<file path="config.mk">
export PLATFORM = sky130hd
export DESIGN_NAME = wfrs_fifo
export DESIGN_NICKNAME = d
export VERILOG_FILES = /design/src/hdl/wfrs_pkg.sv /design/src/hdl/wfrs_fifo.sv
export SDC_FILE = /design/constraint.sdc
export NUM_CORES = 1
export LEC_CHECK = 0
export CORE_ASPECT_RATIO = 0.6
export CORE_MARGIN = 2
export CORE_UTILIZATION = 55
export CTS_CLUSTER_DIAMETER = 100
export DETAILED_ROUTE_END_ITERATION = 12
export DONT_BUFFER_PORTS = 1
export PLACE_DENSITY_LB_ADDON = 0.2
export SLEW_MARGIN = 20
export SYNTH_ARGS = -nofsm -noshare
export SYNTH_HDL_FRONTEND = slang
export SYNTH_SLANG_ARGS = --single-unit
</file>
<file path="constraint.sdc">
create_clock -name clk -period 2.77 [get_ports clk]
set_input_delay 0 -clock clk [delete_from_list [all_inputs] [get_ports clk]]
set_output_delay 0 -clock clk [all_outputs]
set_load 0.01 [all_outputs]
</file>
<file path="src/hdl/wfrs_pkg.sv">
`timescale 1ns / 1ps
`default_nettype none
// ----------------------------------------------------------------------------
// wfrs_pkg
// Shared types and constants for the windowed frame rate statistics block.
// ----------------------------------------------------------------------------
package wfrs_pkg;

    localparam int          ITEM_W     = 64;
    localparam int          NOW_W      = 40;
    localparam int          DELTA_W    = 24;
    localparam int          RATE_W     = 24;
    localparam int          CFG_W      = 16;
    localparam int          QUO_W      = 64;
    localparam int          FIFO_DEPTH = 4;
    localparam logic [63:0] RATE_NUM   = 64'd1024000000;
    localparam logic [9:0]  US_PER_MS  = 10'd1000;

    localparam logic CFG_WINDOW_MS    = 1'b0;
    localparam logic CFG_MIN_DELTA_US = 1'b1;

    typedef struct packed {
        logic                start;
        logic [QUO_W-1:0]    num;
        logic [DELTA_W-1:0]  den;
    } div_req_t;

    typedef struct packed {
        logic                done;
        logic [QUO_W-1:0]    quo;
    } div_rsp_t;

endpackage
`default_nettype wire

</file>
<file path="src/hdl/wfrs_fifo.sv">
`timescale 1ns / 1ps
`default_nettype none
// ----------------------------------------------------------------------------
// wfrs_fifo
// Short request queue between the classifying front and the compute back.
// ----------------------------------------------------------------------------
module wfrs_fifo (
    input  wire logic                        clk,
    input  wire logic                        rst_n,
    input  wire logic                        push,
    input  wire logic [wfrs_pkg::ITEM_W-1:0] push_data,
    output logic                             full,
    input  wire logic                        pop,
    output logic [wfrs_pkg::ITEM_W-1:0]      pop_data,
    output logic                             empty
);

    localparam int PTR_W = $clog2(wfrs_pkg::FIFO_DEPTH);

    logic [wfrs_pkg::ITEM_W-1:0] mem_reg [wfrs_pkg::FIFO_DEPTH];
    logic [PTR_W-1:0]            wr_ptr_reg;
    logic [PTR_W-1:0]            rd_ptr_reg;
    logic [PTR_W:0]              fill_reg;

    logic do_push;
    logic do_pop;

    assign full     = (fill_reg == (PTR_W+1)'(wfrs_pkg::FIFO_DEPTH));
    assign empty    = (fill_reg == '0);
    assign do_push  = push && !full;
    assign do_pop   = pop && !empty;
    assign pop_data = mem_reg[rd_ptr_reg];

    always_ff @(posedge clk)
    begin
        if (do_push)
        begin
            mem_reg[wr_ptr_reg] <= push_data;
        end
    end

    always_ff @(posedge clk or negedge rst_n)
    begin
        if (!rst_n)
        begin
            wr_ptr_reg <= '0;
            rd_ptr_reg <= '0;
            fill_reg   <= '0;
        end
        else
        begin
            if (do_push)
            begin
                wr_ptr_reg <= wr_ptr_reg + 1'b1;
            end
            if (do_pop)
            begin
                rd_ptr_reg <= rd_ptr_reg + 1'b1;
            end
            if (do_push && !do_pop)
            begin
                fill_reg <= fill_reg + 1'b1;
            end
            else if (do_pop && !do_push)
            begin
                fill_reg <= fill_reg - 1'b1;
            end
        end
    end

endmodule
`default_nettype wire

</file>
# Yosys cells after proc, flatten, opt, wreduce, memory -nomap -nowiden
# Memories as Yosys holds them, arrays and structs flattened.
# Cells that the tools add are included.
# Widths: inputs -> output; s select.
# totals
regBits	7
ramBits	256
inputBits	68
out_inout_bits	66
elab_cells	23
n_memories	1
# mem_list
name	words	width	read_ports	rd_clocked_by_memory_dff	write_ports	line_no	rtl
mem_reg	4	64	1	0	1	wfrs_fifo.sv:20	logic [wfrs_pkg::ITEM_W-1:0] mem_reg [wfrs_pkg::FIFO_DEPTH];
# classes
n_addsub	4
n_eq_ne	1
mux	4
reduce_logical	10
# ops
cell	count
$mux 3	2
$add 2x1->2 const B	2
$logic_and 1x1->1	4
$logic_not 1->1	4
$add 3x1->3 const B	1
$eq 3x3->1 const B	1
$logic_not 3->1	1
$sub 3x1->3 const B	1
$mux 1	2
$reduce_bool 2->1	1

# Longest topological paths before layout
# depth
depth_word	7
ltp_mapped	9
depth_no_buf	8

# Worst setup path after synthesis
# No wires, ideal clock.
# synth_timing
path_kind	register to register
from	reg fill_reg[2]
to	mem mem_reg[0][0] in the netlist's numbering (enable)
setup_ns	0.429
arrival_time_ns	2.334
t_required_ns	2.341
setup_slack_ns	0.007
stages_incl_launch_ff	5
n_path_buf	1
synth_period_minus_slack_ns	2.763
cell_sequence	dfrtp_1 -> nor3b_2 -> nor2b_1 -> buf_2 -> and2_1
# synth_between
elab_chain_cells	5
# synth_rtl
element	line_no	rtl
from (decl)	wfrs_fifo.sv:23	logic [PTR_W:0] fill_reg;
from (signal assigned)	wfrs_fifo.sv:62	fill_reg <= fill_reg + 1'b1;
from (signal assigned)	wfrs_fifo.sv:66	fill_reg <= fill_reg - 1'b1;
$eq 3x3->1	wfrs_fifo.sv:28	assign full = (fill_reg == (PTR_W+1)'(wfrs_pkg::FIFO_DEPTH));
named net full	wfrs_fifo.sv:12	output logic full,
$logic_not 1->1	wfrs_fifo.sv:30	assign do_push = push && !full;
$logic_and 1x1->1	wfrs_fifo.sv:30	
named net do_push	wfrs_fifo.sv:25	logic do_push;
$mux 1	wfrs_fifo.sv:36	if (do_push)
$mux 1 (implied by the code)	wfrs_fifo.sv:38	mem_reg[wr_ptr_reg] <= push_data;
to (decl)	wfrs_fifo.sv:20	
# The timed path passes the listed nets, and every way through them passes these cells.

# Worst setup path after layout
# layout_timing
from	reg rd_ptr_reg[0]
to	out pop_data[4] in the netlist's numbering
# layout_between
elab_chain_cells	1
# layout_rtl
element	line_no	rtl
from (decl)	wfrs_fifo.sv:22	logic [PTR_W-1:0] rd_ptr_reg;
from (signal assigned)	wfrs_fifo.sv:58	rd_ptr_reg <= rd_ptr_reg + 1'b1;
$mem_v2 4x64	n/a	
to (decl)	wfrs_fifo.sv:14	output logic [wfrs_pkg::ITEM_W-1:0] pop_data,
# Every way passes these cells.

==> reports/qor.txt <==
CP max-delay cell = dfrtp_4
most frequent cells in the layout = 256 x edfxtp_1, 68 x dlygate4sd3_1, 64 x mux4_2
Max Root-Sink Buffers = 3
final setup vio count = 0
initial antenna violation count = 3
worst-skew pair later-pin latency = 0.49 ns
Final Cell Area = 11400 um^2
clock sinks = 263
first-pass GRT wire length = 27.2 mm
Async SR Flop Fraction = 0.0266
row count = 37
syn nets = 444
# Max-Cap Violations = 0
# H-tree levels = 1
Reg2Reg Depth = 8
crit path DAT = 2.27 ns
WP buf/inv = 1
PD cells = 1020 nW/um^2
post-CTS sizing = 0
Hold Crit Depth = 1
library cells used by synthesis = 20
final wirelength = 17.5 mm
CP Capture Type = output pin
cell count after synthesis = 370
Synth area leaders = edfxtp_1 80%, mux4_2 15%, dfrtp_1 1.8%
Syn Area/Cell = 26.1 um^2
worst-path maximum fanout = 28
Hold EP = mem_reg[3][23]
nets = 535
Largest stage delay, worst path = 0.81 ns
Area Growth Syn to Fin = 18.2%
GR Overflow Total = 0
Ys Warns = 0
Final Skew = 0.00657 ns
actual slew at the worst max-slew pin = 0.594 ns
Tcrit/Tclk final = 0.819
Yosys top cell area share = 0.797
crit start category = flop
Buffers on Ports = 0
Root Driver = clkbuf_16
Seq/Total Area, Yosys = 0.815
Final GP Congestion = 0.788
kind of critical path = flop to output pin
hold_sp = push_data[23]
commonest non-fill, non-tap cell in the layout = edfxtp_1
area leader, netlist = edfxtp_1
sequence of cells on the critical path = buf_4 -> mux4_2
post-layout min period = 2.27 ns
ratio of cells with drive above 1 in the final layout = 0.239
vias per inst = 5.79
worst vdd ir = 0.471 mV
placed cell areas = 10000 um^2
drt wl/cell = 24.6 um
Leak = 3.66 nW
DRC Markers = 0
Initial Utilization = 0.562
setup TNS = 0 ns
RSZ-0062 raised after global routing = no
hold_buf cts = 68
worst flop-to-flop path endpoint = fill_reg[2]
DRT Pass-1 Iters = 6
Initial DRC Count = 389
Slew Limit Headroom = 0.604
Netlist Area Pre-Place = 9650 um^2
Hold WC Path Type = input port to flop
Reg2Reg Launch Point = fill_reg[2]
CP delay by family, top = flip-flops
post-CTS setup buffer count = 0
TritonCTS Buffers = 23
number of global-route vias before repair = 4375
core area = 17200 um^2
CP Data Required Time = 2.77 ns
ANT nets after route = 0
max FFs per register = 256
Pins Over Slew Limit = 0
die area = 18700 um^2
Die Span Y = 107 um
die span in x = 175 um
Vias = 4129
outcome = completed
largest net degree at the start of global routing = 35
Final Hold Fails = 0
gr usage total = 0.197
CTS tree = yes
FF-to-FF setup slack = 0.51 ns
FMAX = 441 MHz
FF+latch count, synth = 263
top_reg_cell synth = edfxtp_1
Post-synth EDFFs = 256
Worst-path clk slew = 0.06 ns
num ports = 134
DP HPWL = 10.7 mm
## power breakdown
part	total, W	leakage (nW)	switching (W)	internal [W]
sequential	0.00569	2.42	0.000430	0.00526
clock	0.00290	0.326	0.00129	0.00161
combinational	0.00303	0.910	0.00166	0.00137
total	0.0116	3.66	0.00338	0.00825
## how the worst max path moves through the flow
| stage | start | endpoint | slack (ns) | cells past startpoint |
|---|---|---|---|---|
| 3_3_place_gp | fill_reg[2] | fill_reg[2] | 0.60 | 8 |
| 2_1_floorplan | fill_reg[2] | mem_reg[0][0] | 0.007 | 4 |
| 4_1_cts | rd_ptr_reg[0] | pop_data[4] | 0.44 | 2 |
| 6_report | rd_ptr_reg[0] | pop_data[4] | 0.50 | 2 |
| 3_5_place_dp | fill_reg[2] | fill_reg[2] | 0.53 | 8 |
| 5_1_grt | rd_ptr_reg[0] | pop_data[4] | 0.35 | 2 |
## synthesized netlist by cell type, types with 2 or more instances
| cell | n |
|---|---|
| edfxtp_1 | 256 |
| mux4_2 | 64 |
| buf_2 | 7 |
| dfrtp_1 | 7 |
| buf_6 | 5 |
| ha_1 | 5 |
| and2_1 | 4 |
| inv_1 | 4 |
| xnor2_1 | 4 |
| buf_4 | 2 |
| mux2_2 | 2 |
| xor2_1 | 2 |
## logic make-up (layout without fill, tap and decap cells)
| family | Yosys count | after routing | share of synthesized area |
|---|---|---|---|
| DFF | 263 | 263 | 0.815 |
| muxes | 66 | 66 | 0.152 |
| buffers and inverters | 19 | 125 | 0.0130 |
| and+or+nand+nor | 10 | 10 | 0.00648 |
| adders and majority gates | 6 | 6 | 0.00856 |
| xor gates and xnor gates | 6 | 6 | 0.00545 |
| other | 0 | 3 | 0 |
## layer usage
| layer | GRT usage | vias to the layer above | share of wire | routed length, um |
|---|---|---|---|---|
| met2 | 0.299 | 157 | 0.46 | 7990 |
| met4 | 0.0393 | 0 | 0.018 | 319 |
| li1 | - | 1769 | - | - |
| met3 | 0.0660 | 30 | 0.089 | 1570 |
| met1 | 0.287 | 2173 | 0.44 | 7630 |
| met5 | 0 | - | 0 | 0 |
## area by class of cell
class	count	area [um^2]
flip-flops and latches	263	7870
diodes	3	7.51
inverters	4	15.0
clock inverters	12	78.8
well taps	234	293
multi-input cells	88	1670
repair buffers	81	878
fillers	1096	5770
clock buffers	28	594
## per-stage QoR
stage / std cells / hold slack (ns) / worst slack, ns / total power, W / utilization
2_1_floorplan: 370 / -0.296 / 0.00697 / 0.00793 / -
3_3_place_gp: 602 / -0.295 / 0.599 / 0.00870 / 0.585
3_5_place_dp: 602 / -0.295 / 0.528 / 0.00876 / 0.585
4_1_cts: 710 / 0.188 / 0.435 / 0.0118 / 0.664
5_1_grt: 713 / 0.211 / 0.351 / 0.0122 / 0.664
6_report: 713 / 0.212 / 0.501 / 0.0116 / 0.664
Note: power is estimated with default switching activity, not from simulation.
