`config.mk`:
```
export PLATFORM = sky130hd
export DESIGN_NAME = wfrs_div
export DESIGN_NICKNAME = d
export VERILOG_FILES = /design/src/hdl/wfrs_pkg.sv /design/src/hdl/wfrs_div.sv
export SDC_FILE = /design/constraint.sdc
export NUM_CORES = 1
export LEC_CHECK = 0
export BUFFER_PORTS_ARGS = -buffer_cell sky130_fd_sc_hd__buf_4
export CAP_MARGIN = 5
export CORE_MARGIN = 5
export CORE_UTILIZATION = 40
export DETAILED_ROUTE_END_ITERATION = 10
export HOLD_SLACK_MARGIN = 0.05
export SETUP_SLACK_MARGIN = 0.2
export SYNTH_ARGS = -nofsm -noshare
export SYNTH_HDL_FRONTEND = slang
export SYNTH_SLANG_ARGS = --single-unit
export TNS_END_PERCENT = 100
```
`constraint.sdc`:
```
create_clock -name clk -period 3.42 [get_ports clk]
set_input_delay 0.684 -clock clk [delete_from_list [all_inputs] [get_ports clk]]
set_output_delay 0.684 -clock clk [all_outputs]
set_load 0.05 [all_outputs]
```
`src/hdl/wfrs_pkg.sv`:
```
`timescale 1ns / 1ps
`default_nettype none
// ----------------------------------------------------------------------------
// wfrs_pkg
// Shared types and constants for the windowed frame rate statistics block.
// ----------------------------------------------------------------------------
package wfrs_pkg;

    localparam int          ITEM_W     = 64;
    localparam int          NOW_W      = 40;
    localparam int          DELTA_W    = 24;
    localparam int          RATE_W     = 24;
    localparam int          CFG_W      = 16;
    localparam int          QUO_W      = 64;
    localparam int          FIFO_DEPTH = 4;
    localparam logic [63:0] RATE_NUM   = 64'd1024000000;
    localparam logic [9:0]  US_PER_MS  = 10'd1000;

    localparam logic CFG_WINDOW_MS    = 1'b0;
    localparam logic CFG_MIN_DELTA_US = 1'b1;

    typedef struct packed {
        logic                start;
        logic [QUO_W-1:0]    num;
        logic [DELTA_W-1:0]  den;
    } div_req_t;

    typedef struct packed {
        logic                done;
        logic [QUO_W-1:0]    quo;
    } div_rsp_t;

endpackage
`default_nettype wire

```
`src/hdl/wfrs_div.sv`:
```
`timescale 1ns / 1ps
`default_nettype none
// ----------------------------------------------------------------------------
// wfrs_div
// Shared restoring divider, one quotient bit per cycle.
// ----------------------------------------------------------------------------
module wfrs_div (
    input  wire logic               clk,
    input  wire logic               rst_n,
    input  wire wfrs_pkg::div_req_t req,
    output wfrs_pkg::div_rsp_t      rsp
);

    localparam int DW = wfrs_pkg::DELTA_W;
    localparam int QW = wfrs_pkg::QUO_W;

    logic [QW-1:0]          num_reg;
    logic [QW-1:0]          quo_reg;
    logic [DW-1:0]          den_reg;
    logic [DW-1:0]          rem_reg;
    logic [$clog2(QW)-1:0]  cnt_reg;
    logic                   busy_reg;
    logic                   done_reg;

    logic [DW:0] rem_sh;
    logic [DW:0] rem_sub;
    logic        ge;

    assign rem_sh  = {rem_reg, num_reg[QW-1]};
    assign ge      = (rem_sh >= {1'b0, den_reg});
    assign rem_sub = rem_sh - {1'b0, den_reg};

    assign rsp.done = done_reg;
    assign rsp.quo  = quo_reg;

    always_ff @(posedge clk or negedge rst_n)
    begin
        if (!rst_n)
        begin
            busy_reg <= 1'b0;
            done_reg <= 1'b0;
            cnt_reg  <= '0;
        end
        else
        begin
            done_reg <= 1'b0;
            if (req.start)
            begin
                busy_reg <= 1'b1;
                cnt_reg  <= '0;
            end
            else if (busy_reg)
            begin
                cnt_reg <= cnt_reg + 1'b1;
                if (cnt_reg == $clog2(QW)'(QW-1))
                begin
                    busy_reg <= 1'b0;
                    done_reg <= 1'b1;
                end
            end
        end
    end

    always_ff @(posedge clk)
    begin
        if (req.start)
        begin
            num_reg <= req.num;
            den_reg <= req.den;
            rem_reg <= '0;
            quo_reg <= '0;
        end
        else if (busy_reg)
        begin
            num_reg <= {num_reg[QW-2:0], 1'b0};
            rem_reg <= ge ? rem_sub[DW-1:0] : rem_sh[DW-1:0];
            quo_reg <= {quo_reg[QW-2:0], ge};
        end
    end

endmodule
`default_nettype wire

```
# Word-level counts from Yosys, hierarchy flattened
# Cells that the tools add are included.
word_totals:
  wordCells: 23
  inputBits: 91
  output_inout_bits: 65
  register_bits: 184
classes:
  n_mux: 11
  n_reduce_logical: 1
  addsub: 2
  n_eq_ne: 1
  magnitude_cmp: 1
op_table:
  columns: ["op", "count"]
  rows:
  - ["two-way mux 64 bit", 2]
  - ["greater-or-equal comparator 25 x 24 -> 1 bit", 1]
  - ["two-way mux 24 bit", 1]
  - ["subtractor 24 bit", 1]
  - ["two-way mux 6 bit", 2]
  - ["adder 6 x 1 -> 6 bit (second input constant)", 1]
  - ["equality test 6 bit (second input constant)", 1]
  - ["two-way mux 1 bit", 6]
  - ["nonzero test 2 bit", 1]

# Longest topological paths before layout
# Gate-level depths: netlist of run 1.
depth:
  depth_word: 4
  depth_mapped: 12
  mapped_depth_nobuf: 11

# Least setup slack after synthesis of run 1
# OpenSTA, ideal clock, no wires.
synth_timing:
  path_type: "input to register"
  from: "input port req[88] (netlist name)"
  to: "register num_reg[0], enable pin"
  stages: 4
  path_slack_ps: 480
  required_ps: 3002
  path_buffers: 2
  t_arrival_ps: 2522
  setup_ps: 418
  cell_sequence: "clkbuf_1 > clkbuf_1 > nor2_1 > inv_1"
synth_via:
  elab_chain_len: 1
synth_lines:
  columns: ["element", "line_no", "source"]
  rows:
  - ["from (decl)", "wfrs_div.sv:10", "input wire wfrs_pkg::div_req_t req,"]
  - ["nonzero test 2 bit (no source line)", null, null]
  - ["to (signal assigned)", "wfrs_div.sv:68", "num_reg <= req.num;"]
  - ["to (signal assigned)", "wfrs_div.sv:75", "num_reg <= {num_reg[QW-2:0], 1'b0};"]
  - ["to (decl)", "wfrs_div.sv:17", "logic [QW-1:0] num_reg;"]
# Every way passes these cells.
# A chain may end at the register's enable or synchronous reset.

# Worst setup path after layout of run 1
layout_timing:
  from: "register den_reg[1]"
  to: "register rem_reg[16]"
layout_via:
  elab_chain_len: 2
  elab_cells_between_ends: 3
  classes_between: "add/sub (1); order compare (1); mux (1)"
layout_lines:
  columns: ["element", "line_no", "source"]
  rows:
  - ["from (decl)", "wfrs_div.sv:19", "logic [DW-1:0] den_reg;"]
  - ["from (signal assigned)", "wfrs_div.sv:69", "den_reg <= req.den;"]
  - ["subtractor 24 bit / greater-or-equal comparator 25 x 24 -> 1 bit (equally long branches)", "wfrs_div.sv:31, wfrs_div.sv:30", null]
  - ["two-way mux 24 bit *", "wfrs_div.sv:76", "rem_reg <= ge ? rem_sub[DW-1:0] : rem_sh[DW-1:0];"]
  - ["to (signal assigned)", "wfrs_div.sv:76", null]
  - ["to (decl)", "wfrs_div.sv:20", "logic [DW-1:0] rem_reg;"]
# Every way passes the cells marked *; elsewhere a longest branch is shown, timed or not.

==> results.md, run 1 <==
Global route:
- The via count of the first global-routing pass is 5763.
- The total congestion overflow after global routing is 0.
- The largest net degree at the start of global routing is 119.
- The total track usage is 0.1533.
- The initial antenna violation count was 0.
- The first-pass GRT wire length is 29950 um.

Detailed routing:
- In the final routed layout, each cell accounts on average for 15.95 um.
- For this block, the initial DRC count from the detailed router was 303.
- The total number of vias is 5747.
- The first detailed-routing pass took 5 iterations.
- The post-route antenna net violation count is 0.
- The number of DRC violations after detailed routing is 0.
- The final wirelength is 18370 um.
- The average vias per placed instance is 4.989.

Timing:
- Setup violations remaining at the end of the flow were counted as 0.
- Setup repair after global routing left no endpoint under its margin.
- The number of hold-slack violations in the final timing report is 0.
- The largest clock skew in the final design is 0.009838 ns.
- The maximum operating frequency is 359.6 MHz.
- The normalized max-slew margin is 0.4561.
- The actual slew at the worst max-slew pin is 0.8158 ns.
- The number of max-slew violations in the final report is 0.
- The part of the cycle the worst path needs is 0.8130.
- The setup TNS is 0 ns.
- For the finished layout, the period the worst path requires is 2.781 ns.
- The post-layout worst setup margin is 0.6394 ns.

Synthesis:
- The flip-flop cell with the highest count after synthesis is edfxtp_1.
- Synthesis instantiated 64 different standard cells from the library.
- Each instance of the synthesized netlist takes up on average 11.73 um2.
- The fraction of registers with async set/reset is 0.04348.
- The synthesized design contains 88 enable-type register cells.
- The Yosys warning count is 0.
- The area of the mapped netlist is 0.008491 mm2.
- The number of instances in the synthesized netlist is 724.
- In the post-synthesis netlist, the biggest area contributors are edfxtp_1 (31%), dfxtp_1 (21%), mux2i_1 (9.4%).
- Synthesis produced a netlist with a net count of 841.
- Summed over all instances, the cell type with the most area after synthesis is edfxtp_1.
- The post-synthesis sequential element count is 184.
- The portion of the post-synthesis area used by sequential elements is 0.5423.
- The share of the synthesized area in the top cell type is 0.3112.

Layout:
- In the final layout, the share of cells above drive strength 1 is 0.3090.
- For this run, the share of the core covered by cells in the final layout is 0.5004.
- In the layout the commonest cells are buf_4 (156), nor2_1 (104), edfxtp_1 (88), dfxtp_1 (88), mux2i_1 (80).
- The library cell used most frequently in the layout, excluding fill and tap cells, is buf_4.
- The repair_antennas step left the layout with diodes totalling 0.
- The final layout contains 981 nets.
- From synthesis to final layout, the design area changed by 23.49%.
- The layout has 1944 filler cells.

Min path:
- The worst hold path class is input port to register.

Worst setup path:
- Data on the critical path is required at its endpoint by 3.75 ns.
- The critical path start-end classification is register to register.
- The maximum single-stage delay on the critical path is 0.39 ns.
- The largest driver fanout on the critical path is 21.
- The startpoint type of the worst setup path is a register.
- Among all stages on the critical path, the largest delay is contributed by edfxtp_1.
- The sort of element at the end of the critical path is a register.
- The arrival time of data at the critical path endpoint is 3.11 ns.
- The critical path goes through inv_1, ha_1, nor2b_2, o2111ai_2, a311oi_2, o21ai_2, a21oi_4, or2_4, a31oi_1, a211oi_1.

Floorplanning:
- The floorplan step defined a core boundary enclosing 0.02096 mm2.
- The floorplan has 53 rows.
- The starting utilization of the core area is 0.4052.
- In this run the vertical extent of the chip is 155.7 um.
- The floorplan step set the die width to 155.7 um.
- The total die area is 0.02424 mm2.
- The boundary pin count is 156.

Power:
- Across the VDD grid, the largest voltage drop is 0.3005 mV.
- The total power after layout is 6.180 mW.
- The power density over the cells is 589.4 mW/mm2.
- The leakage power summed over all cells is 4.769 nW.

CTS:
- For this design, the sink count on the clock tree is 184.
- The deepest level of the CTS H-tree is 4.
- The longest clock path from root to sink contains 2 buffers.
- In this run the post-CTS setup repair buffer count came out at 0.
- The number of clock buffers added by TritonCTS is 17.
- Buffers inserted to repair hold after CTS numbered 1.
- The root buffer cell chosen for the clock tree is clkbuf_16.
- The clock reaches the later pin of the worst-skew pair after 0.43 ns.
- TritonCTS built the clock tree.
- The clock slew at the register clock pins of the worst setup and hold paths is 0.07 ns.
- The total of cells resized after clock tree synthesis is 0.

Flow run:
- The max-capacitance violation count is 0.

Placement:
- The pre-CTS setup slack is 0.6374 ns.
- At the end of routability-driven placement, the weighted congestion stood at 0.7779.
- Detailed placement ended at an HPWL of 12590 um.
- During placement, the flow inserted port buffers numbering 155.

Outcome:
- The run finished with clean final reports.
-- critical path, delay by kind of cell (launching register included) --
kind | cells | cell delay (ns)
DFF | 1 | 0.39
AOI/OAI and AO/OA | 6 | 1.33
and+or+nand+nor | 2 | 0.60
adders and majority gates | 1 | 0.29
buffers and inverters | 1 | 0.06
-- kinds of logic (layout without fill, tap and decap cells) --
group	after synthesis	in the layout	share of synthesized area
DFF	184	184	0.5423
buffers and inverters	69	222	0.03507
and+or+nand+nor	182	182	0.1015
muxes	143	143	0.1779
xor gates and xnor gates	21	21	0.02166
AOI/OAI and AO/OA	99	99	0.08238
adders and majority gates	26	26	0.03920
-- cell usage after synthesis, types with 8 or more instances --
cell / count
clkbuf_1: 18
xor2_1: 8
xnor2_1: 13
nand3_1: 8
a21oi_1: 22
buf_1: 11
nand2_1: 25
dfrtp_1: 8
a211oi_1: 15
nor2_1: 104
mux2i_1: 80
mux2_2: 63
inv_1: 30
o21ai_0: 10
ha_1: 25
edfxtp_1: 88
dfxtp_1: 88
-- area by class of cell --
class	count	area, um2	area share
multi-input combinational	471	3588	0.3422
inverter	30	112.6	0.01074
clock buffer	17	425.4	0.04057
clock inverter	15	173.9	0.01659
timing repair buffer	160	1232	0.1175
tap	275	344.1	0.03282
sequential	184	4608	0.4395
-- per-stage QoR --
step / cells / hold WS, ns / area [um2]
6_report: 1152 / 0.4260 / 10490
5_1_grt: 1152 / 0.4024 / 10490
3_3_place_gp: 1119 / 0.4798 / 9876
2_1_floorplan: 724 / 0.3884 / 8491
3_5_place_dp: 1119 / 0.4913 / 9876
4_1_cts: 1152 / 0.4039 / 10490
-- power by group --
| group | total [mW] | switching (mW) | internal, mW | leakage (nW) |
|---|---|---|---|---|
| registers | 2.65 | 0.120 | 2.53 | 1.73 |
| clock network | 1.98 | 0.986 | 0.991 | 0.293 |
| logic | 1.55 | 0.826 | 0.724 | 2.75 |
-- metal layers --
metal | track usage | share of wire | vias up
met2 | 0.2348 | 0.45 | 124
met3 | 0.06325 | 0.077 | 19
met1 | 0.1978 | 0.46 | 2708
met5 | 0 | 0 | -
li1 | - | - | 2896
met4 | 0.05085 | 0.014 | 0
-- path summary, 6_finish.rpt --
kind / from / to / slack, ns / cells after the start
min in group asynchronous: rst_n / done_reg / 0.65 / 2
worst max register to register: den_reg[1] / rem_reg[16] / 0.64 / 10
worst min-delay path: req[7] / den_reg[7] / 0.43 / 1
worst min register to register: quo_reg[63] / quo_reg[63] / 0.50 / 2
max in group asynchronous: rst_n / busy_reg / 2.62 / 2
worst max-delay path: den_reg[1] / rem_reg[16] / 0.64 / 10
Power figures use the tool's default switching activity.
==> run 2: changes to the inputs <==
clock period = 2.3 ns   (was 3.42 ns; I/O delays follow)
==> results.md, run 2 (synthesis results as in run 1) <==
Outcome:
- Run status: complete, but fails checks (was finished clean).
- The checks that failed: setup timing.

Timing:
- The setup TNS is -3.597 ns (was 0 ns).
- The maximum operating frequency is 396.5 MHz (was 359.6 MHz).
- RSZ-0062 raised after global routing: yes (was no).
- The post-layout worst setup margin is -0.2218 ns (was 0.6394 ns).
- The part of the cycle the worst path needs is 1.096 (was 0.8130).
- The number of max-slew violations in the final report is 0 (unchanged).
- The number of hold-slack violations in the final timing report is 0 (unchanged).
- The worst hold-check slack came to 0.1946 ns (was 0.4260 ns).
- The normalized max-slew margin came to 0.6824 (was 0.4561).
- The largest clock skew in the final design was 0.01748 ns (was 0.009838 ns).
- The number of setup violations in the final report is 24 (was 0).
- The actual slew at the worst max-slew pin is 0.4764 ns (was 0.8158 ns).
- The clock period minus worst slack is 2.522 ns (was 2.781 ns).

Worst setup path:
- Critical path cell sequence: buf_6, fa_2, nor2b_2, o21bai_1, a211o_1, a21o_1, a311oi_2, xor2_1, mux2i_1, a211oi_1 (was inv_1, ha_1, nor2b_2, o2111ai_2, a311oi_2, o21ai_2, a21oi_4, or2_4, a31oi_1, a211oi_1).
- The largest driver fanout on the critical path is 4 (was 21).
- The combined buffer and inverter count along the critical path was 1 (unchanged).
- The maximum single-stage delay on the critical path is 0.42 ns (was 0.39 ns).
- The cell with the biggest individual delay on the critical path is edfxtp_1 (unchanged).
- The sort of element at the end of the critical path is a register (unchanged).
- The arrival time of data at the critical path endpoint is 2.87 ns (was 3.11 ns).
- The required time of the critical path is 2.65 ns (was 3.75 ns).
- The path length in cells of the critical path came to 10 (unchanged).
- The critical path start-end classification was register to register (unchanged).
- The startpoint type of the worst setup path is a register (unchanged).
- The kind of cell adding the most delay to the critical path is compound AO/OA/AOI/OAI gates (unchanged).
- The number of cells traversed by the worst register-to-register path is 10 (unchanged).

Power:
- The power density over the cells was 902.0 mW/mm2 (was 589.4 mW/mm2).
- The total power after layout is 10.28 mW (was 6.180 mW).
- The fraction of power spent switching nets came to 0.3111 (was 0.3126).
- The sequential cell fraction of total power is 0.383 (was 0.429).
- The cell-internal power is 7.082 mW (was 4.248 mW).
- The peak supply drop is 0.4637 mV (was 0.3005 mV).
- The total net switching power was 3.199 mW (was 1.932 mW).
- The combinational share of power is 0.316 (was 0.251).
- The leakage power summed over all cells came to 5.209 nW (was 4.769 nW).
- The clock network fraction of design power is 0.301 (was 0.320).

Global route:
- The total congestion overflow after global routing came to 0 (unchanged).
- The initial antenna violation count is 1 (was 0).
- The via count of the first global-routing pass is 6215 (was 5763).
- The largest net degree at the start of global routing is 91 (was 119).
- The first-pass GRT wire length is 31310 um (was 29950 um).
- The total track usage was 0.1601 (was 0.1533).

Placement:
- The count of input and output buffers is 155 (unchanged).
- The cell area after placement is 0.01051 mm2 (was 0.009876 mm2).
- The detailed-placement wirelength estimate was 13340 um (was 12590 um).
- The last weighted congestion value of the routability-driven placer is 0.8333 (was 0.7779).

Layout:
- The final net count came to 1061 (was 981).
- The share of cells above drive strength 1 is 0.4023 (was 0.3090).
- The layout overhead on the synthesized area came to 34.23% (was 23.49%).
- The commonest non-fill, non-tap cell in the layout is buf_4 (unchanged).
- Most frequent cells in the layout: buf_4 (229), nor2_1 (102), edfxtp_1 (88), dfxtp_1 (88), mux2i_1 (79) (was buf_4 (156), nor2_1 (104), edfxtp_1 (88), dfxtp_1 (88), mux2i_1 (80)).
- The design area is 0.01140 mm2 (was 0.01049 mm2).
- The core utilization of the finished layout was 0.5439 (was 0.5004).

Floorplanning:
- The floorplan row count was 53 (unchanged).
- The total die area came to 0.02424 mm2 (unchanged).
- The overall die height came to 155.7 um (unchanged).
- The starting utilization of the core area is 0.4052 (unchanged).
- The horizontal die dimension is 155.7 um (unchanged).
- The boundary pin count was 156 (unchanged).
- The floorplan core area is 0.02096 mm2 (unchanged).

CTS:
- The TritonCTS clock tree is done (unchanged).
- The clock root buffer is clkbuf_16 (unchanged).
- The clock latency of the later-clocked register in the worst-skew pair is 0.44 ns (was 0.43 ns).
- The deepest level of the CTS H-tree is 4 (unchanged).
- The maximum root-to-sink buffer count is 2 (unchanged).
- The clock slew at the register clock pins of the worst setup and hold paths is 0.08 ns (was 0.07 ns).
- The total clock buffers created by CTS came to 17 (unchanged).
- The clock sink count is 184 (unchanged).

Detailed routing:
- The average vias per placed instance is 4.898 (was 4.989).
- The number of detailed-routing iterations run before antenna repair is 6 (was 5).
- The post-route antenna net violation count is 0 (unchanged).
- The final wirelength is 19170 um (was 18370 um).
- The iteration-0 DRC count of the detailed router is 246 (was 303).
- The number of DRC violations after detailed routing is 0 (unchanged).
- The total number of vias was 6039 (was 5747).
- The average routed wire per standard cell is 15.55 um (was 15.95 um).

Min path:
- The worst hold path class is input port to register (unchanged).
- The depth of the worst hold-timing path came to 1 (unchanged).

Flow run:
- The max-capacitance violation count is 0 (unchanged).
==> run 2: final cells by class <==
cell class	instances	area (um2)
Antenna cell	1	2.502
Clock buffer	18	450.4
Clock inverter	14	185.2
Fill cell	1881	9558
Inverter	30	116.4
Multi-Input combinational cell	471	3782
Sequential cell	184	4608
Tap cell	275	344.1
Timing Repair Buffer	240	1908
==> run 2: power groups by stage <==
| stage | Clock, mW | Combinational, mW | Sequential, mW |
|---|---|---|---|
| global route | 3.34 | 3.57 | 3.97 |
| CTS | 3.20 | 3.12 | 3.93 |
| detailed placement | 0 | 3.00 | 3.99 |
| finish | 3.10 | 3.25 | 3.94 |
| floorplan | 0 | 1.89 | 4.00 |
| global placement | 0 | 2.99 | 3.99 |
==> run 2: metal layers <==
layer,wire (um),share of wire,GRT usage
met3,1351,0.070,0.06103
met1,8646,0.45,0.2044
met2,8953,0.47,0.2548
met5,0,0,0
met4,218,0.011,0.04669
==> run 2: final timing paths <==
path / start / to / slack [ns]
worst max-delay path: den_reg[1] / rem_reg[20] / -0.22
worst min-delay path: req[3] / den_reg[3] / 0.19
worst max register to register: den_reg[1] / rem_reg[20] / -0.22
worst min register to register: quo_reg[63] / quo_reg[63] / 0.51
max in group asynchronous: rst_n / busy_reg / 1.77
min in group asynchronous: rst_n / busy_reg / 0.39
==> run 2: through the flow <==
stage | setup slack, ns | cells
after floorplan | -0.08196 | 724
after global placement | -0.1842 | 1190
after detailed placement | -0.2643 | 1190
after CTS | -0.1986 | 1227
after global routing | -0.3902 | 1233
final | -0.2218 | 1233
==> run 2: what timing repair did <==
item                       in CTS  in global routing
hold endpoints to repair        8                  0
gates resized for setup        15                 16
pin swaps                       9                 15
gates cloned                    0                  1
buffers inserted                4                  4
hold buffers                    1                  0
setup endpoints to repair      25                 25
==> run 2: worst reg2reg max path: cells and delay by family (launching register included) <==
kind	cells	cell delay, ns
muxes	1	0.09
AOI/OAI and AO/OA	5	1.08
and+or+nand+nor	1	0.15
buffers and inverters	1	0.14
DFF	1	0.42
adders and majority gates	1	0.39
xor gates and xnor gates	1	0.17
