===== src/hdl/wfrs_pkg.sv =====
`timescale 1ns / 1ps
`default_nettype none
// ----------------------------------------------------------------------------
// wfrs_pkg
// Shared types and constants for the windowed frame rate statistics block.
// ----------------------------------------------------------------------------
package wfrs_pkg;

    localparam int          ITEM_W     = 64;
    localparam int          NOW_W      = 40;
    localparam int          DELTA_W    = 24;
    localparam int          RATE_W     = 24;
    localparam int          CFG_W      = 16;
    localparam int          QUO_W      = 64;
    localparam int          FIFO_DEPTH = 4;
    localparam logic [63:0] RATE_NUM   = 64'd1024000000;
    localparam logic [9:0]  US_PER_MS  = 10'd1000;

    localparam logic CFG_WINDOW_MS    = 1'b0;
    localparam logic CFG_MIN_DELTA_US = 1'b1;

    typedef struct packed {
        logic                start;
        logic [QUO_W-1:0]    num;
        logic [DELTA_W-1:0]  den;
    } div_req_t;

    typedef struct packed {
        logic                done;
        logic [QUO_W-1:0]    quo;
    } div_rsp_t;

endpackage
`default_nettype wire


===== src/hdl/wfrs_front.sv =====
`timescale 1ns / 1ps
`default_nettype none
// ----------------------------------------------------------------------------
// wfrs_front
// Accepts frame events and queues only those whose duration passes the limit.
// ----------------------------------------------------------------------------
module wfrs_front (
    input  wire logic                        s_axis_tvalid,
    output logic                             s_axis_tready,
    input  wire logic [wfrs_pkg::ITEM_W-1:0] s_axis_tdata,
    input  wire logic [wfrs_pkg::CFG_W-1:0]  min_delta_us,
    output logic                             push,
    output logic [wfrs_pkg::ITEM_W-1:0]      push_data,
    input  wire logic                        fifo_full
);

    logic [wfrs_pkg::DELTA_W-1:0] delta;

    assign delta         = s_axis_tdata[wfrs_pkg::ITEM_W-1:wfrs_pkg::NOW_W];
    assign s_axis_tready = !fifo_full;
    // short frames are dropped here and never reach the back end
    assign push          = s_axis_tvalid && !fifo_full &&
                           (delta > wfrs_pkg::DELTA_W'(min_delta_us));
    assign push_data     = s_axis_tdata;

endmodule
`default_nettype wire


===== config.mk =====
export PLATFORM = sky130hd
export DESIGN_NAME = wfrs_front
export DESIGN_NICKNAME = d
export VERILOG_FILES = /design/src/hdl/wfrs_pkg.sv /design/src/hdl/wfrs_front.sv
export SDC_FILE = /design/constraint.sdc
export NUM_CORES = 1
export LEC_CHECK = 0
export ABC_AREA = 1
export BUFFER_PORTS_ARGS = -buffer_cell sky130_fd_sc_hd__buf_2
export CAP_MARGIN = 20
export CORE_MARGIN = 3
export CORE_UTILIZATION = 31
export DETAILED_ROUTE_END_ITERATION = 10
export PLACE_DENSITY_LB_ADDON = 0.15
export SYNTH_ARGS = -nofsm -noshare
export SYNTH_HDL_FRONTEND = slang
export SYNTH_SLANG_ARGS = --single-unit
export TNS_END_PERCENT = 1

===== constraint.sdc =====
create_clock -name vclk -period 1.3
set_clock_uncertainty 0.1 [all_clocks]
set_input_delay 0.065 -clock vclk [all_inputs]
set_output_delay 0.065 -clock vclk [all_outputs]
set_load 0.01 [all_outputs]

* Yosys cells after proc, flatten, opt, wreduce, memory -nomap -nowiden
Index checks and enable logic that the tools add are counted.
** Cells by class
- Bitwise logic cells :: 0
- Equal/unequal tests :: 0
- Divide/modulo/power cells :: 0
- Shifts and indexed selects :: 0
- Muxes and demuxes :: 0
- Reductions and logical operators :: 3
- Magnitude comparators :: 1
- Add/sub/neg operators :: 0
- $mul :: 0
** Operators with widths (count)
- greater-than comparator 24 x 16 -> 1 bit :: 1
- logical AND 1 bit :: 2
- logical NOT 1 bit :: 1
** Storage, ports and cells
- Bits in read-only memories :: 0
- RAM bits :: 0
- Memories :: 0
- Register bits :: 0
- Bits in latches :: 0
- Input port bits :: 82
- Output and inout bits :: 66
- Logic and storage cells :: 4

* Longest topological paths before layout
Gate-level depths: netlist of the first run.
- Word-level depth :: 3
- Depth in mapped cells :: 11
- Gate-level depth less buffers :: 11

* Worst setup path before layout of the first run
No wires, ideal clock.
- Kind :: input -> output
- From :: input min_delta_us[15] (netlist bit)
- To :: output push
- Stages on the path :: 9
- Buffers on the path :: 0
- Data arrival time :: 0.975 ns
- Required time :: 1.135 ns
- Path slack :: 0.160 ns
- Cell sequence :: inv_1 -> ha_1 -> nand2_1 -> nor2_2 -> and2_1 -> nand2_1 -> clkinv_1 -> nand2_1 -> a21oi_1
** On the way
- Longest elaborated chain between the ends :: 2
** RTL lines
- start, declared :: line wfrs_front.sv:11 : input wire logic [wfrs_pkg::CFG_W-1:0] min_delta_us,
- greater-than comparator 24 x 16 -> 1 bit :: line wfrs_front.sv:23 : (delta > wfrs_pkg::DELTA_W'(min_delta_us));
- logical AND 1 bit :: line wfrs_front.sv:22 : assign push = s_axis_tvalid && !fifo_full &&
- end, declared :: line wfrs_front.sv:12 : output logic push,
No other way between the ends.

* Worst setup path in the final report of the first run
- From :: input s_axis_tdata[55] (netlist bit)
- To :: output push
** On the way
- Longest elaborated chain between the ends :: 2
** RTL lines
- start, declared :: line wfrs_front.sv:10 : input wire logic [wfrs_pkg::ITEM_W-1:0] s_axis_tdata,
- greater-than comparator 24 x 16 -> 1 bit :: line wfrs_front.sv:23
- logical AND 1 bit :: line wfrs_front.sv:22
No other way between the ends.

==> metrics.yaml, run 1 <==
cells_and_area:
  postLayoutCellArea_sq_um: 1190
  fillers: 316
  numSequentialCells: 0
  area_delta_synth_final_pct: 19.6
  seq_area_sq_um: 0
  drive_gt1_share_pct: 70.3
  stdcell_count: 197
  nets: 255
  diodes: 0
  clock_buffers: 0
  postLayoutCoreUtil_pct: 41.0
timing:
  relSlewSlack_pct: 89.2
  worst_slew_pin_slew_ns: 0.162
  setup_viol: 0
  rsz0062_at_grt: "true"
  finalSetupTns_ns: 0
  fin_crit_sh_pct: 97.6
  min_period_ns: 1.27
  setup_ws_ns: 0.0311
  clock.fmax_mhz: 788
  hold_viol_final: 0
  timing.hold.ws_ns: 0.0300
  slew_viol_final: 0
global_route:
  grt_pass1_vias: 782
  grt_pass1_wl_microns: 3270
  grt-ovfl-total: 0
  grt_max_degree: 3
  grt_antenna_before_repair: 0
  gr-usage-all-layers_pct: 9.34
hold_path:
  holdCritPathClass: "in -> out"
  holdPathStages: 0
  holdPathEnd: "push_data[28]"
  hp-start: "s_axis_tdata[28]"
logic_synthesis:
  netlist_instances: 149
  synth_nets: 247
  syn-cell-area_sq_um: 995
  synth.distinct_cells: 18
  seq_area_frac_synth_pct: 0
  syn_area_per_cell_sq_um: 6.68
  ys_warn_count: 0
drt:
  wire_per_inst_microns: 11.0
  drc: 0
  drtAntennaViolNets: 0
  dr.first_iter.drc_count: 10
  drt-pass1-iter-count: 2
  vias: 782
  wirelength_microns: 2160
  vias_per_cell: 3.97
clock_network:
  holdBufCountCts: 0
floorplan:
  die_w_microns: 62.6
  die_area_sq_um: 3920
  start_util_pct: 34.3
  pin_count: 148
  core_sq_um: 2900
  num_rows: 19
  die_y_microns: 62.6
power_and_ir_drop:
  power_density_nw_per_um2: 308
  ir_worst_vdd_mv: 0.105
  p_leak_nw: 0.667
  total_power_mw: 0.367
setup_path:
  crit_type: "in -> out"
  path_cells: "buf_8 -> ha_4 -> nand2_4 -> nor2_4 -> and2_4 -> nand2_4 -> inv_2 -> nand2_1 -> a21oi_1 -> buf_2"
  critPathSlowestCell: "ha_4"
  crit_path_max_fanout: 2
  start_kind: "input pin"
  critPathRequiredTime_ns: 1.13
  crit_top_cell: "nand2_4"
  slowest_delay_ns: 0.27
  endpoint_kind: "output pin"
  critPathArrivalTime_ns: 1.10
placement:
  place_ws_ns: -0.0473
  placed_area_sq_um: 922
  placed_cells: 197
  numPortBuffers: 68
  hpwlAfterDp_microns: 1850
  gp_congestion: 0.691
run:
  drv_cap: 0
status:
  status: "finished clean"
## cell families (layout without fill, tap and decap cells)
| family | count (synthesis) | in the layout | share of synthesized area, % |
|---|---|---|---|
| buffers and inverters | 88 | 94 | 57.4 |
| AND/OR/NAND/NOR | 36 | 36 | 16.2 |
| adder cells (fa/ha/maj) | 16 | 16 | 20.1 |
| AO/OA/AOI/OAI | 9 | 9 | 6.29 |
## layout by cell type, fill, tap and decap left out, types with 2 or more instances in the layout
| master | count |
|---|---|
| nor2_1 | 6 |
| ha_4 | 11 |
| buf_2 | 56 |
| inv_1 | 13 |
| a21oi_1 | 4 |
| ha_1 | 5 |
| nand2_4 | 3 |
| nand2_2 | 5 |
| buf_4 | 2 |
| nor2_2 | 2 |
| buf_6 | 11 |
| inv_2 | 10 |
| nor2_4 | 3 |
| nand2_1 | 14 |
## layout make-up
cell class	count	area, sq um	share of cell area (%)
multi-input cells	61	611	51.3
inverters	24	92.6	7.78
repair buffers	70	434	36.5
well taps	42	52.6	4.42
## how the worst max path moves through the flow
stage                     start  slack, ns  cells after the start  endpoint
2_1_floorplan  min_delta_us[15]       0.16                      9      push
6_report       s_axis_tdata[55]       0.03                     10      push
5_1_grt        s_axis_tdata[55]      -0.03                     10      push
4_1_cts        s_axis_tdata[47]     0.0002                      9      push
3_5_place_dp   s_axis_tdata[55]      -0.05                     10      push
3_3_place_gp   s_axis_tdata[55]      -0.03                     10      push
## cells in the mapped netlist (2+ instances only)
master   instances  area (sq um)
nor2_1           8          30.0
ha_1            16           200
inv_1           22          82.6
nor2_2           2          12.5
buf_4           64           480
nand2_1         21          78.8
a21oi_1          5          25.0
## layer usage
layer	GRT usage, %	vias to the layer above	part of all wire (%)
met5	0	-	0
met3	2.16	12	9.8
met2	19.4	42	57
met4	2.48	0	1.7
li1	-	401	-
met1	8.87	327	32
## timing repair
action / 4_1_cts / 5_1_grt
pin swaps: 10 / 14
gates resized for setup: 16 / 38
setup endpoints to repair: 1 / 1
buffers inserted: 0 / 0
## power by group
part	switching [mW]	internal, mW
combinational	0.171	0.195
clock	0	0
sequential	0	0
## worst max-delay path, delay by kind of cell
| kind | cells | cell delay, ns |
|---|---|---|
| AND/OR/NAND/NOR | 5 | 0.36 |
| adder cells (fa/ha/maj) | 1 | 0.27 |
| buffers and inverters | 3 | 0.29 |
| AO/OA/AOI/OAI | 1 | 0.11 |
No activity file was read; power rests on OpenSTA's default activity.
==> run 2, diff against run 1 <==
--- a/config.mk
+++ b/config.mk
@@ -5,13 +5,13 @@
 export SDC_FILE = /design/constraint.sdc
 export NUM_CORES = 1
 export LEC_CHECK = 0
-export ABC_AREA = 1
 export BUFFER_PORTS_ARGS = -buffer_cell sky130_fd_sc_hd__buf_2
 export CAP_MARGIN = 20
 export CORE_MARGIN = 3
-export CORE_UTILIZATION = 31
+export CORE_UTILIZATION = 30
 export DETAILED_ROUTE_END_ITERATION = 10
 export PLACE_DENSITY_LB_ADDON = 0.15
+export SLEW_MARGIN = 20
 export SYNTH_ARGS = -nofsm -noshare
 export SYNTH_HDL_FRONTEND = slang
 export SYNTH_SLANG_ARGS = --single-unit
==> run 2 against run 1 <==
The flow now finishes with violations (negative setup slack). Area after synthesis fell by 9.4%. Final area fell by 12%. Hold slack did not move. Clock-buffer cell count did not move. Setup slack got worse by 0.30 ns. Sequential share of layout area did not move. First-iteration DRC count fell by 40%. Critical path depth fell by 3. Combinational power fell by 16%. Critical path type unchanged. Highest routed layer unchanged.
==> metrics.yaml, run 2 <==
setup_path:
  endpoint: "push"
  worst-path-buf-inv: 2
  cp.depth: 7
  critPathSlowestCell: "or3_4"
  crit_type: "in -> out"
  endpoint_kind: "output pin"
  critPathArrivalTime_ns: 1.41
  crit_top_cell: "buf_2"
  path_cells: "buf_2 -> ha_4 -> nand4_1 -> or3_4 -> o21bai_4 -> a31oi_2 -> buf_2"
  crit_path_max_fanout: 2
  cpLargestDelayFamily: "simple AND/OR/NAND/NOR gates"
  critPathRequiredTime_ns: 1.13
  slowest_delay_ns: 0.39
  cp-startpoint: "s_axis_tdata[48]"
  start_kind: "input pin"
power_and_ir_drop:
  ir_worst_vdd_mv: 0.0876
  p_leak_nw: 0.566
  power_density_nw_per_um2: 292
  total_power_mw: 0.308
drt:
  drtAntennaViolNets: 0
  drc: 0
  drt-pass1-iter-count: 2
  vias: 736
  dr.first_iter.drc_count: 6
  wire_per_inst_microns: 11.6
  vias_per_cell: 4.49
  wirelength_microns: 1910
floorplan:
  num_rows: 19
  pin_count: 148
  die_w_microns: 60.8
  die_area_sq_um: 3700
  die_y_microns: 60.8
  core_sq_um: 2810
  start_util_pct: 32.1
timing:
  worst_slew_pin_slew_ns: 0.354
  relSlewSlack_pct: 76.1
  rsz0062_at_grt: "true"
  slew_viol_final: 0
  min_period_ns: 1.57
  fin_crit_sh_pct: 121
  clock.fmax_mhz: 637
  setup_viol: 1
  hold_viol_final: 0
  timing.hold.ws_ns: 0.0300
  setup_ws_ns: -0.270
cells_and_area:
  final_cell_mix: "buf_2, inv_1, buf_6, ha_1"
  drive_gt1_share_pct: 69.2
  numSequentialCells: 0
  seq_area_sq_um: 0
  stdcell_count: 164
  area_delta_synth_final_pct: 16.8
  postLayoutCellArea_sq_um: 1050
  fillers: 308
  clock_buffers: 0
  nets: 233
  final_common_cell: "buf_2"
  diodes: 0
placement:
  gp_congestion: 0.688
  placed_cells: 162
  numPortBuffers: 68
  placed_area_sq_um: 912
  hpwlAfterDp_microns: 1640
  place_ws_ns: -0.337
logic_synthesis:
  yosys.area.top_type_share_pct: 53.3
  synth.distinct_cells: 17
  syn-cell-area_sq_um: 901
  yosysTopAreaCell: "buf_4"
  yosysMostFrequentCell: "buf_4"
  synth_area_leaders: "buf_4, ha_1, inv_1, a21oi_1, nand4_1"
  syn_area_per_cell_sq_um: 7.27
  synth_nets: 222
  netlist_instances: 124
  ys_warn_count: 0
  netlist_top_cells_count: "buf_4, inv_1, ha_1"
  seq_area_frac_synth_pct: 0
global_route:
  grt_antenna_before_repair: 0
  gr-usage-all-layers_pct: 8.29
  grt-ovfl-total: 0
  grt_pass1_vias: 627
  grt_max_degree: 4
  grt_pass1_wl_microns: 2480
clock_network:
  holdBufCountCts: 0
run:
  drv_cap: 0
status:
  failed_checks: "negative setup slack"
  status: "finished with violations"
hold_path:
  holdCritPathClass: "in -> out"
-- run 2: changes by cell type after synthesis, moves of 2 or more --
| cell | previous run | this run |
|---|---|---|
| a21oi_1 | 5 | 7 |
| inv_1 | 22 | 17 |
| nand2_1 | 21 | 2 |
| nand4_1 | 1 | 4 |
| nor2_1 | 8 | 0 |
| nor2_2 | 2 | 0 |
| nor2b_1 | 0 | 2 |
| nor4_1 | 0 | 2 |
| o21ai_0 | 0 | 2 |
-- run 2: what timing repair did --
action                     in CTS  in global routing
buffers inserted                2                  0
pin swaps                       8                  6
setup endpoints to repair       1                  1
resized for setup              15                  5
-- run 2: cell families (layout without fill, tap and decap cells) --
| kind of cell | count (synthesis) | after routing | share of synthesized area (%) |
|---|---|---|---|
| adders and majority gates | 16 | 16 | 22.2 |
| and+or+nand+nor | 13 | 13 | 8.19 |
| buffers and inverters | 81 | 90 | 60.4 |
| AOI/OAI and AO/OA | 14 | 14 | 9.17 |
-- run 2: per-layer routing --
metal,vias to the layer above,GRT usage (%),wire (microns)
li1,361,-,-
met1,304,9.27,682
met2,63,15.4,872
met3,8,2.13,311
met4,0,2.17,39
met5,-,0,0
-- run 2: final cells by class --
cell class | instances | area, sq um | area share [%]
inverters | 17 | 71.3 | 6.78
well taps | 31 | 38.8 | 3.69
repair buffers | 73 | 447 | 42.4
multi-input cells | 43 | 495 | 47.1
-- run 2: how the worst min path moves through the flow --
stage,start,endpoint,cells after the start
floorplan,fifo_full,s_axis_tready,1
global placement,s_axis_tdata[23],push_data[23],0
detailed placement,s_axis_tdata[23],push_data[23],0
CTS,s_axis_tdata[23],push_data[23],0
global route,s_axis_tdata[20],push_data[20],0
finish,s_axis_tdata[15],push_data[15],0
-- run 2: through the flow --
| step | utilization (%) | TNS (ns) |
|---|---|---|
| after detailed placement | 32.5 | -0.337 |
| final | 37.5 | -0.270 |
| after floorplan | - | -0.0251 |
| after global placement | 32.5 | -0.314 |
| after CTS | 36.4 | -0.289 |
| after global routing | 37.5 | -0.352 |
-- run 2: report_power, final --
part	total, mW	internal (mW)	switching (mW)	leakage (nW)
registers	0	0	0	0
logic	0.308	0.167	0.141	0.566
clock network	0	0	0	0
==> run 3, diff against run 2 <==
--- a/config.mk
+++ b/config.mk
@@ -10,7 +10,7 @@
 export CORE_MARGIN = 3
 export CORE_UTILIZATION = 30
 export DETAILED_ROUTE_END_ITERATION = 10
-export PLACE_DENSITY_LB_ADDON = 0.15
+export PLACE_DENSITY = 0.94
 export SLEW_MARGIN = 20
 export SYNTH_ARGS = -nofsm -noshare
 export SYNTH_HDL_FRONTEND = slang
==> constraint.sdc (replaced) <==
create_clock -name vclk -period 1.3
set_clock_uncertainty 0.1 [all_clocks]
set_input_delay 0.195 -clock vclk [all_inputs]
set_output_delay 0.195 -clock vclk [all_outputs]
set_load 0.01 [all_outputs]
==> run 3 against run 2 <==
The flow still finishes with violations (negative setup slack). Critical path depth unchanged. Final cell count decreased by 0.61%. Sequential cell count unchanged. Wire length decreased by 4.9%. Die area unchanged. Highest routed layer unchanged. Via count decreased by 1.4%. Combinational power about the same. Hold slack improved by 0.26 ns. Setup slack got worse by 0.24 ns. Total power increased by 0.51%. Non-clock buffer count decreased by 1. Critical endpoint unchanged.
==> metrics.yaml, run 3 (synthesis gave the netlist of run 2 again) <==
status:
  status: "finished with violations"
  failed_checks: "negative setup slack"
cells_and_area:
  clock_buffers: 0
  postLayoutCoreUtil_pct: 37.2
  fillers: 296
  numSequentialCells: 0
  drive_gt1_share_pct: 69.7
  area_delta_synth_final_pct: 16.0
  nets: 232
  final_common_cell: "buf_2"
  multi_input_area_sq_um: 502
  final_cell_mix: "buf_2, ha_1, buf_6, inv_1, a21oi_1"
  diodes: 0
  stdcell_count: 163
  seq_area_sq_um: 0
drt:
  wire_per_inst_microns: 11.1
  drtAntennaViolNets: 0
  drc: 0
  dr.first_iter.drc_count: 4
  drt-pass1-iter-count: 2
  wirelength_microns: 1810
  vias_per_cell: 4.45
  vias: 726
global_route:
  gr-usage-all-layers_pct: 8.51
  grt_pass1_vias: 620
  grt_antenna_before_repair: 0
  grt_pass1_wl_microns: 2500
  grt-ovfl-total: 0
  grt_max_degree: 4
setup_path:
  crit_top_cell: "buf_2"
  worst-path-buf-inv: 2
  critPathRequiredTime_ns: 1.00
  cpLargestDelayFamily: "simple AND/OR/NAND/NOR gates"
  critPathSlowestCell: "or3_4"
  crit_type: "in -> out"
  endpoint_kind: "output pin"
  start_kind: "input pin"
  crit_path_max_fanout: 2
  slowest_delay_ns: 0.42
  path_cells: "buf_2 -> ha_4 -> nand4_1 -> or3_4 -> o21bai_4 -> a31oi_2 -> buf_2"
  critPathArrivalTime_ns: 1.51
timing:
  slew_viol_final: 0
  relSlewSlack_pct: 77.0
  setup_ws_ns: -0.510
  hold_viol_final: 0
  clock.fmax_mhz: 553
  setup_viol: 1
  rsz0062_at_grt: "true"
  fin_crit_sh_pct: 139
  min_period_ns: 1.81
  worst_slew_pin_slew_ns: 0.341
floorplan:
  core_sq_um: 2810
  start_util_pct: 32.1
  die_area_sq_um: 3700
  pin_count: 148
  die_w_microns: 60.8
  die_y_microns: 60.8
  num_rows: 19
clock_network:
  cts_setup_buffers: 0
  holdBufCountCts: 0
power_and_ir_drop:
  internal_power_mw: 0.166
  power_switching_mw: 0.143
  switching_share_pct: 46.3
  power.share.clock_pct: 0
  p_leak_nw: 0.569
  p_seq_share_pct: 0
  combPwrFrac_pct: 100.0
  power_density_nw_per_um2: 296
  ir_worst_vdd_mv: 0.0872
placement:
  numPortBuffers: 68
  hpwlAfterDp_microns: 1610
  placed_cells: 163
  gp_congestion: 0.589
run:
  drv_cap: 0
hold_path:
  holdCritPathClass: "in -> out"
run 3: changes by cell type in the layout (fill, tap and decap cells not counted), sizes merged:
cell / delta
buf: -1
run 3: stage by stage:
stage / setup slack, ns / TNS [ns] / power (mW) / instance area (sq um) / hold WS (ns)
after floorplan: -0.285 / -0.285 / 0.303 / 991 / 0.348
after global placement: -0.605 / -0.605 / 0.269 / 920 / 0.290
after detailed placement: -0.623 / -0.623 / 0.276 / 920 / 0.290
after CTS: -0.519 / -0.519 / 0.313 / 1030 / 0.290
after global routing: -0.601 / -0.601 / 0.352 / 1040 / 0.290
final: -0.510 / -0.510 / 0.309 / 1040 / 0.290
run 3: cell type report:
cell class / instances / area share (%)
Inverter: 17 / 6.83
Multi-Input combinational cell: 43 / 48.0
Tap cell: 31 / 3.71
Timing Repair Buffer: 72 / 41.4
run 3: worst paths after layout:
path / start / end / slack [ns] / cells past startpoint
worst max-delay path: s_axis_tdata[48] / push / -0.51 / 7
worst min-delay path: s_axis_tdata[17] / push_data[17] / 0.29 / 0
run 3: power groups by stage:
| stage | sequential, mW | combinational, mW | clock, mW |
|---|---|---|---|
| 2_1_floorplan | 0 | 0.303 | 0 |
| 3_3_place_gp | 0 | 0.269 | 0 |
| 3_5_place_dp | 0 | 0.276 | 0 |
| 4_1_cts | 0 | 0.313 | 0 |
| 5_1_grt | 0 | 0.352 | 0 |
| 6_report | 0 | 0.309 | 0 |
run 3: what timing repair did:
item                                   CTS  global route
endpoints found under the hold margin    0             0
setup endpoints to repair                1             1
pin swaps                               11             1
gates resized for setup                 20             2
run 3: layer usage:
layer  track usage (%)  wire length [microns]
met1              10.0                    639
met2              15.4                    938
met4              1.55                     16
met5                 0                      0
met3              2.34                    216
